$ cat config.mk
export PLATFORM = sky130hd
export DESIGN_NAME = icdf_table
export DESIGN_NICKNAME = d
export VERILOG_FILES = /design/src/hdl/icdf_pkg.sv /design/src/hdl/icdf_table.sv
export SDC_FILE = /design/constraint.sdc
export NUM_CORES = 2
export LEC_CHECK = 0
export BUFFER_PORTS_ARGS = -buffer_cell sky130_fd_sc_hd__buf_2
export CAP_MARGIN = 20
export CORE_UTILIZATION = 43
export DETAILED_ROUTE_END_ITERATION = 8
export SETUP_SLACK_MARGIN = 0.2
export SYNTH_ARGS = -nofsm -noshare
export SYNTH_HDL_FRONTEND = slang
export SYNTH_MEMORY_MAX_BITS = 65536
export SYNTH_SLANG_ARGS = --single-unit
$ cat constraint.sdc
create_clock -name clk -period 9.4 [get_ports clk]
set_input_delay 0.47 -clock clk [delete_from_list [all_inputs] [get_ports clk]]
set_output_delay 0.47 -clock clk [all_outputs]
set_load 0.1 [all_outputs]
$ cat src/hdl/icdf_pkg.sv
// Shared types and constants for the inverse-CDF table sampler.
`default_nettype none

package icdf_pkg;

    localparam int TABLE_DEPTH_DEF = 128;
    localparam int FRAC_BITS       = 16;

    localparam int VAL_W    = 17;
    localparam int KEY_W    = 16;
    localparam int IDX_W    = 7;
    localparam int CNT_W    = 8;
    localparam int STATUS_W = 2;

    localparam int DIFF_W = VAL_W + 1;   // signed difference of two table values
    localparam int PROD_W = 2 * VAL_W;   // |dp| * |dk|
    localparam int QUO_W  = VAL_W + 1;   // quotient bits kept before saturation
    localparam int RES_W  = QUO_W + 2;   // signed p[s] + q
    localparam int STEP_W = $clog2(QUO_W + 1);

    localparam logic [CNT_W-1:0] ENTRIES_RST = CNT_W'(128);
    localparam logic [VAL_W-1:0] ONE_VAL     = VAL_W'(1) << FRAC_BITS;

    localparam logic ACT_LOAD  = 1'b0;
    localparam logic ACT_QUERY = 1'b1;

    typedef enum logic [STATUS_W-1:0] {
        ST_NORMAL  = 2'd0,
        ST_CLAMPED = 2'd1,
        ST_FLAT    = 2'd2
    } status_t;

    typedef struct packed {
        logic [VAL_W-1:0] cdf;
        logic [VAL_W-1:0] point;
    } entry_t;

    typedef struct packed {
        logic              start;
        logic [PROD_W-1:0] num;
        logic [VAL_W-1:0]  den;
    } div_req_t;

    typedef struct packed {
        logic             done;
        logic             overflow;
        logic [QUO_W-1:0] quo;
    } div_rsp_t;

endpackage

`default_nettype wire

$ cat src/hdl/icdf_table.sv
// Table memory: cdf and point per entry, one write port, one registered read port.
`default_nettype none

module icdf_table #(
    parameter int TABLE_DEPTH = icdf_pkg::TABLE_DEPTH_DEF,
    localparam int AW = $clog2(TABLE_DEPTH)
) (
    input  logic             clk,
    input  logic             wr_en,
    input  logic [AW-1:0]    wr_addr,
    input  icdf_pkg::entry_t wr_data,
    input  logic             rd_en,
    input  logic [AW-1:0]    rd_addr,
    output icdf_pkg::entry_t rd_data
);
    import icdf_pkg::*;

    entry_t mem [TABLE_DEPTH];
    entry_t rd_data_reg;

    always_ff @(posedge clk)
    begin
        if (wr_en)
        begin
            mem[wr_addr] <= wr_data;
        end
        if (rd_en)
        begin
            rd_data_reg <= mem[rd_addr];
        end
    end

    assign rd_data = rd_data_reg;

endmodule

`default_nettype wire

==> metrics.yaml <==
hp-start: "wr_data[5]"
reg2reg_slack_ns: 6.55
via_per_inst: 6.04
cts.htree.levels: 5
setup_violations: 0
drv_slew: 0
period_share_pct: 40.8
ys_seq_elements: 4386
grt_pass1_vias: 75600
r2r-start: "mem[37][24]$_DFFE_PP_"
synth_top_area_share_pct: 79.2
synth_area_um2: 166000
yosysMostFrequentCell: "edfxtp_1"
synth_area_leaders: "edfxtp_1 (79%), mux4_2 (19%), clkbuf_1 (0.47%)"
insertion_delay_ns: 0.98
rows: 228
hpwlAfterDp_mm: 232
drive_above_1_share_pct: 35.0
seq_area_um2: 132000
relSlewSlack_pct: 26.6
cp_data_required_time_ns: 10.11
drv_cap: 0
synthAdderAreaFrac_pct: 0
first_pass_iters: 5
yosys.area_share.xor_xnor_pct: 0
placement.io_buffers: 84
path_cells: "buf_12, buf_4, buf_12, mux4_2, mux4_2, mux4_2, mux2_2"
coreArea_um2: 385000
dieArea_um2: 389000
synth_compound_gate_area_share_pct: 0
synth_cell_types: 16
hold_viol: 0
reg2reg_depth: 4
sw_frac_of_total_pct: 21.4
ys_seq_area_share_pct: 79.2
cts_tree: "done"
synthSimpleGateAreaFrac_pct: 0.419
fin_skew_ns: 0.0377
cts_sinks: 4386
antenna_found_initial: 76
path_common_cell: "mux4_2"
hp-class: "primary input to flip-flop"
holdPathEnd: "mem[38][5]$_DFFE_PP_"
nFillCells: 30100
syn_area_per_cell_um2: 26.2
multiInputGateArea_um2: 34200
drc_errors: 0
tightest_slew_ns: 1.10
r2r-end: "rd_data[24]$_DFFE_PP_"
clk_root_buffer_cell: "clkbuf_16"
worst-setup-path-type: "primary input to flip-flop"
syn_inst: 6353
synth-main-ff-cell: "edfxtp_1"
fp.dieH_um: 624
outcome: "finished, final reports clean"
wire_per_inst_um: 35.3
largest_register_ff_count: 4352
fmax_mhz: 261
ir_drop_v: 0.000182
start_util_pct: 43.2
drt-initial-drc-count: 10400
pin_count: 85
syn_nets: 6404
synthArstFlopShare_pct: 0
netSwitchingPower_mw: 8.74
grt_max_degree: 138
arrival_ns: 4.54
ys_warn_count: 0
drt-total-wl_mm: 436
die_w_um: 624
clk_path_buf_depth: 4
numCtsBuffers: 425
nNetsFinal: 6804
timing.hold.ws_ns: 0.0586
start_kind: "primary input"
ant_nets: 0
seqPwrFrac_pct: 53.2
critPathMaxFanout: 97
whs_path_depth: 1
cpPeakStageDelay_ns: 0.73
min_period_ns: 3.83
synth_mux_area_share_pct: 19.6
internal-power_mw: 32.0
grt_overflow: 0
final.setup.tns_ns: 0
critPathCaptureType: "flip-flop"
synth_edf_count: 4386
leakagePower_nw: 57.2
rsz0062_at_grt: "no"
power_frac_clock_pct: 41.5
num_vias: 74700
power_density_nw_per_um2: 216
synth_common_cells: "edfxtp_1 (4386), mux4_2 (1428), clkbuf_1 (208)"
area_growth_pct: 13.5
combinationalPowerShare_pct: 5.3
track_usage_pct: 22.4
gp_congestion: 0.780
synth_top_family_by_area: "multiplexers"
path_clk_slew_ns: 0.06
grt_pass1_wl_mm: 605
synth_area_leader_cell: "edfxtp_1"
cp_slowest_cell: "mux4_2"
## cell usage in the layout (no fill, tap or decap), drive strengths merged, types with 12 or more instances in the layout
cell    synthesis  layout
buf           127     304
bufinv          0      43
clkbuf        208     512
clkinv          0     208
diode           0      74
edfxtp       4386    4386
mux2           34      34
mux4         1428    1428
nand2          14      14
nand3          12      12
nor2          122     122
## per-layer routing
metal	vias to the layer above	GRT usage, %	part of all wire (%)
met2	3416	35.0	47
met5	-	0	0.026
met1	41700	31.3	39
met4	18	7.18	3.2
li1	28900	-	-
met3	566	5.49	9.9
## cell type report
| cell class | count | area share (%) |
|---|---|---|
| repair buffers | 308 | 1.34 |
| multi-input cells | 1632 | 18.1 |
| flip-flops and latches | 4386 | 69.7 |
| diodes | 74 | 0.0981 |
| clock buffers | 512 | 5.92 |
| well taps | 5175 | 3.43 |
| clock inverters | 273 | 1.35 |
## per-stage QoR
step / worst slack, ns / util [%] / instance area [µm²] / std cells / power, mW
final: 5.57 / 49.0 / 189000 / 12400 / 40.8
after global routing: 5.44 / 49.0 / 189000 / 12300 / 41.8
after CTS: 5.64 / 48.9 / 189000 / 12300 / 41.0
after detailed placement: 4.59 / 45.4 / 175000 / 11500 / 24.3
after global placement: 4.57 / 45.4 / 175000 / 11500 / 24.2
after floorplan: 5.55 / - / 166000 / 6353 / 23.2
## worst max-delay path: cells and delay by family
| family | cells | cell delay (ns) |
|---|---|---|
| buf+inv | 3 | 1.42 |
| mux | 4 | 2.25 |
## cells by family after synthesis
family / count (synthesis)
DFF: 4386
muxes: 1462
buffers and inverters: 335
and+or+nand+nor: 170
## worst max-delay path by stage
stage / cells after the start / start / slack, ns / end
after floorplan: 3 / wr_en / 5.55 / mem[98][0]$_DFFE_PP_
after global placement: 7 / rd_addr[0] / 4.57 / rd_data[31]$_DFFE_PP_
after detailed placement: 7 / rd_addr[0] / 4.59 / rd_data[32]$_DFFE_PP_
after CTS: 7 / rd_addr[0] / 5.64 / rd_data[31]$_DFFE_PP_
after global routing: 7 / rd_addr[0] / 5.44 / rd_data[32]$_DFFE_PP_
final: 7 / rd_addr[0] / 5.57 / rd_data[32]$_DFFE_PP_
## power groups by stage
stage / Clock, mW / Combinational, mW / Sequential [mW]
floorplan: 0 / 1.04 / 22.2
finish: 16.9 / 2.17 / 21.7
CTS: 17.2 / 2.19 / 21.7
global placement: 0 / 2.15 / 22.1
global route: 17.9 / 2.27 / 21.7
detailed placement: 0 / 2.18 / 22.1
## what timing repair did
item	4_1_cts	5_1_grt
endpoints found under the hold margin	108	0
setup buffers	0	0
resized for setup	0	0
hold buffers	4	0
Note: power is estimated with default switching activity, not from simulation.
