File: config.mk
export PLATFORM = sky130hd
export DESIGN_NAME = icdf_divider
export DESIGN_NICKNAME = d
export VERILOG_FILES = /design/src/hdl/icdf_pkg.sv /design/src/hdl/icdf_divider.sv
export SDC_FILE = /design/constraint.sdc
export NUM_CORES = 1
export LEC_CHECK = 0
export BUFFER_PORTS_ARGS = -buffer_cell sky130_fd_sc_hd__buf_4
export CORE_AREA = 2 2 125 151
export CTS_CLUSTER_DIAMETER = 60
export DETAILED_ROUTE_END_ITERATION = 8
export DIE_AREA = 0 0 127 153
export HOLD_SLACK_MARGIN = 0.15
export SYNTH_ARGS = -nofsm -noshare
export SYNTH_HDL_FRONTEND = slang
export SYNTH_SLANG_ARGS = --single-unit
File: constraint.sdc
create_clock -name clk -period 4 [get_ports clk]
set_input_delay 0.8 -clock clk [delete_from_list [all_inputs] [get_ports clk]]
set_output_delay 0.8 -clock clk [all_outputs]
set_load 0.05 [all_outputs]
File: src/hdl/icdf_pkg.sv
// Shared types and constants for the inverse-CDF table sampler.
`default_nettype none

package icdf_pkg;

    localparam int TABLE_DEPTH_DEF = 128;
    localparam int FRAC_BITS       = 16;

    localparam int VAL_W    = 17;
    localparam int KEY_W    = 16;
    localparam int IDX_W    = 7;
    localparam int CNT_W    = 8;
    localparam int STATUS_W = 2;

    localparam int DIFF_W = VAL_W + 1;   // signed difference of two table values
    localparam int PROD_W = 2 * VAL_W;   // |dp| * |dk|
    localparam int QUO_W  = VAL_W + 1;   // quotient bits kept before saturation
    localparam int RES_W  = QUO_W + 2;   // signed p[s] + q
    localparam int STEP_W = $clog2(QUO_W + 1);

    localparam logic [CNT_W-1:0] ENTRIES_RST = CNT_W'(128);
    localparam logic [VAL_W-1:0] ONE_VAL     = VAL_W'(1) << FRAC_BITS;

    localparam logic ACT_LOAD  = 1'b0;
    localparam logic ACT_QUERY = 1'b1;

    typedef enum logic [STATUS_W-1:0] {
        ST_NORMAL  = 2'd0,
        ST_CLAMPED = 2'd1,
        ST_FLAT    = 2'd2
    } status_t;

    typedef struct packed {
        logic [VAL_W-1:0] cdf;
        logic [VAL_W-1:0] point;
    } entry_t;

    typedef struct packed {
        logic              start;
        logic [PROD_W-1:0] num;
        logic [VAL_W-1:0]  den;
    } div_req_t;

    typedef struct packed {
        logic             done;
        logic             overflow;
        logic [QUO_W-1:0] quo;
    } div_rsp_t;

endpackage

`default_nettype wire

File: src/hdl/icdf_divider.sv
// Iterative unsigned divider, one quotient bit per cycle, with early overflow detect.
`default_nettype none

module icdf_divider (
    input  logic               clk,
    input  logic               rst_n,
    input  icdf_pkg::div_req_t req,
    output icdf_pkg::div_rsp_t rsp
);
    import icdf_pkg::*;

    logic [PROD_W-1:0] rem_reg, rem_next;
    logic [PROD_W-1:0] den_sh_reg, den_sh_next;
    logic [QUO_W-1:0]  quo_reg, quo_next;
    logic [STEP_W-1:0] step_reg, step_next;
    logic              busy_reg, busy_next;
    logic              done_reg, done_next;
    logic              ovf_reg, ovf_next;
    logic              ovf_now;

    // quotient would need more than QUO_W bits: result saturates anyway
    assign ovf_now = {1'b0, req.num} >= {req.den, QUO_W'(0)};

    always_comb
    begin
        rem_next    = rem_reg;
        den_sh_next = den_sh_reg;
        quo_next    = quo_reg;
        step_next   = step_reg;
        busy_next   = busy_reg;
        ovf_next    = ovf_reg;
        done_next   = 1'b0;
        if (req.start)
        begin
            rem_next    = req.num;
            den_sh_next = {req.den, (QUO_W-1)'(0)};
            quo_next    = '0;
            step_next   = STEP_W'(QUO_W);
            ovf_next    = ovf_now;
            busy_next   = !ovf_now;
            done_next   = ovf_now;
        end
        else if (busy_reg)
        begin
            if (rem_reg >= den_sh_reg)
            begin
                rem_next = rem_reg - den_sh_reg;
                quo_next = {quo_reg[QUO_W-2:0], 1'b1};
            end
            else
            begin
                quo_next = {quo_reg[QUO_W-2:0], 1'b0};
            end
            den_sh_next = den_sh_reg >> 1;
            step_next   = step_reg - STEP_W'(1);
            if (step_reg == STEP_W'(1))
            begin
                busy_next = 1'b0;
                done_next = 1'b1;
            end
        end
    end

    always_ff @(posedge clk or negedge rst_n)
    begin
        if (!rst_n)
        begin
            busy_reg <= 1'b0;
            done_reg <= 1'b0;
            step_reg <= '0;
            ovf_reg  <= 1'b0;
        end
        else
        begin
            busy_reg <= busy_next;
            done_reg <= done_next;
            step_reg <= step_next;
            ovf_reg  <= ovf_next;
        end
    end

    always_ff @(posedge clk)
    begin
        rem_reg    <= rem_next;
        den_sh_reg <= den_sh_next;
        quo_reg    <= quo_next;
    end

    assign rsp = '{done: done_reg, overflow: ovf_reg, quo: quo_reg};

    a_no_start_busy: assert property (@(posedge clk) disable iff (!rst_n)
        req.start |-> !busy_reg)
        else $error("divider started while busy");

    a_done_pulse: assert property (@(posedge clk) disable iff (!rst_n)
        done_reg |=> !done_reg)
        else $error("divider done held longer than one cycle");

endmodule

`default_nettype wire

==> flow_summary_export.csv <==
group,metric,value,unit
power,p_int,2.94,mW
timing,slew_viol_final,0,
grt,grt_pass1_vias,4946,
outcome,status,"complete, no violations",
clock_tree,cts_tree,"built",
routing,final_antenna_net_count,0,
routing,first_iter_violations,303,
logic_synthesis,syn_area_per_cell,9.10,um2
setup_path,start_kind,"flip-flop",
logic_synthesis,synthArstFlopShare,8.51,%
grt,grt_first_pass_wirelength,24.7,mm
timing,tightest_slew,1050,ps
setup_path,cp_max_fo,21,
clock_tree,h-tree-depth,3,
grt,grt_remaining_overflow,0,
logic_synthesis,synth_flop_cell,"edfxtp_1",
setup_path,crit_type,"reg2reg",
logic_synthesis,seq_area_frac_synth,39.2,%
hold_path,hp-class,"in2async",
setup_path,r2r_setup_slack,750,ps
clock_tree,cts_resized,0,
timing,finalClockSkew,7.82,ps
logic_synthesis,ys_types,63,
clock_tree,cts_buffers,9,
power,switching_power,2.02,mW
floorplanning,ios,74,
setup_path,setup.worst_path.end_class,"flip-flop",
grt,grt_max_degree,110,
routing,drc_errors,0,
logic_synthesis,synth_fp_nets,788,
setup_path,r2r-end,"rem_reg[8]",
clock_tree,cts_setup_buffers,0,
power,peakVddDrop,0.250,mV
place,placed_area,6930,um2
timing,finalHoldViolCount,0,
logic_synthesis,synth_edf_count,51,
floorplanning,die_w,127,um
floorplanning,fp.dieH,153,um
logic_synthesis,synth_warnings,0,
timing,max_slew_margin,29.8,%
place,port_buffers,73,
setup_path,crit_arrival,3350,ps
timing,fin_crit_sh,81.4,%
timing,setup_violations,0,
power,p_clk_share,17.9,%
floorplanning,num_rows,54,
clock_tree,cts_max_path_buffers,2,
power,power_frac_comb,53.0,%
grt,gr-usage-all-layers,15.6,%
setup_path,required,4100,ps
finish,nets,839,
floorplanning,dieArea,19400,um2
routing,wirelength,14.8,mm
power,p_leak,3.28,nW
timing,setup_tns,0,ps
timing,rsz0062_at_grt,"no",
floorplanning,coreArea,18000,um2
routing,vias_per_cell,5.09,
place,gp_congestion,0.848,
flow_run,drv_cap,0,
floorplanning,start_util,34.5,%
finish,final_common_cell,"nand2_1",
setup_path,cp-startpoint,"rem_reg[15]",
clock_tree,clk_latency,340,ps
power,p_per_area,685,nW/um2
finish,syn2layout_area_growth,16.8,%
place,hpwlAfterDp,11.2,mm
grt,antenna_found_initial,0,
setup_path,r2r_start,"rem_reg[15]",
clock_tree,cts.sink_count,94,
routing,routedWlPerCell,15.4,um
clock_tree,cts_root_buf,"clkbuf_16",
logic_synthesis,synth_seq_cells,94,
finish,stdcell_area,7240,um2
clock_tree,clk_pin_slew,70,ps
finish,final_cell_mix,"nand2_1 (80), buf_4 (76), inv_1 (62), ha_1 (52), edfxtp_1 (51)",
power,swShare,40.8,%
logic_synthesis,syn_inst,681,
routing,num_vias,4894,
logic_synthesis,syn-cell-area,6200,um2
finish,antenna_cells,0,
finish,final_layout_size_suffix_gt1_share,15.2,%
timing,layout_min_cycle_time,3250,ps
power,seqPwrFrac,29.1,%
clock_tree,hold_buffers,0,
setup_path,reg2regPathDepth,10,
routing,drt_pass1_iterations,5,
timing,max_freq,0.307,GHz
worst max-delay path, cell delays in order (launching register included):
cell and delay [ps]:
edfxtp_1 380, ha_1 420, a21oi_2 200, o21bai_1 80, a21o_1 210, a211oi_2 270
o31a_1 190, o211ai_2 170, a2111oi_4 450, o221ai_4 340, buf_12 300
per-stage QoR:
step	worst slack (ps)	total power [mW]	instances	hold WS [ps]	util, %
2_1_floorplan	676	3.49	681	465	-
3_5_place_dp	740	4.07	945	492	38.5
4_1_cts	730	4.98	961	250	40.3
3_3_place_gp	816	4.07	945	478	38.5
5_1_grt	483	5.36	961	251	40.3
6_report	746	4.96	961	256	40.3
layout make-up:
type,instances,area [um2]
multi-input combinational,487,3380
timing repair buffer,77,591
clock buffer,12,279
sequential,94,2430
tap,224,280
clock inverter,4,35.0
fill,1820,10700
inverter,63,236
kinds of logic (layout without fill, tap and decap cells):
family / Yosys count / count (layout) / synth area share [%]
muxes: 34 / 34 / 5.49
and+or+nand+nor: 198 / 198 / 14.8
AOI/OAI and AO/OA: 170 / 170 / 18.7
xor gates and xnor gates: 32 / 32 / 4.52
adders and majority gates: 53 / 53 / 10.8
DFF: 94 / 94 / 39.2
buffers and inverters: 100 / 156 / 6.44
metal layers:
metal | part of all wire, % | track usage [%] | up-vias
met3 | 3.1 | 2.07 | 13
met2 | 48 | 26.8 | 78
met1 | 47 | 20.2 | 2280
met5 | 0 | 0 | -
li1 | - | - | 2523
met4 | 1.9 | 5.29 | 0
power groups by stage:
stage	Combinational [mW]	Sequential [mW]	Clock, mW
after floorplan	2.02	1.47	0
after global placement	2.62	1.45	0
after detailed placement	2.61	1.46	0
after CTS	2.63	1.44	0.912
after global routing	2.95	1.47	0.947
final	2.63	1.44	0.888
worst max path at each step:
stage	end	depth (start not counted)
2_1_floorplan	rem_reg[0]	11
3_3_place_gp	rem_reg[5]	12
3_5_place_dp	rem_reg[16]	12
4_1_cts	rem_reg[11]	12
5_1_grt	rem_reg[9]	8
6_report	rem_reg[8]	10
synth_stat cells, types with 22 or more instances:
cell type  number  area share, %
a21oi_1        29            2.3
clkbuf_1       22            1.3
dfxtp_1        35             11
edfxtp_1       51             25
ha_1           52             10
inv_1          62            3.8
mux2i_1        34            5.5
nand2_1        80            4.8
nor2_1         50            3.0
o21ai_0        27            2.2
o21ai_1        22            1.8
o31ai_1        22            2.7
(Power assumes the default switching activity.)
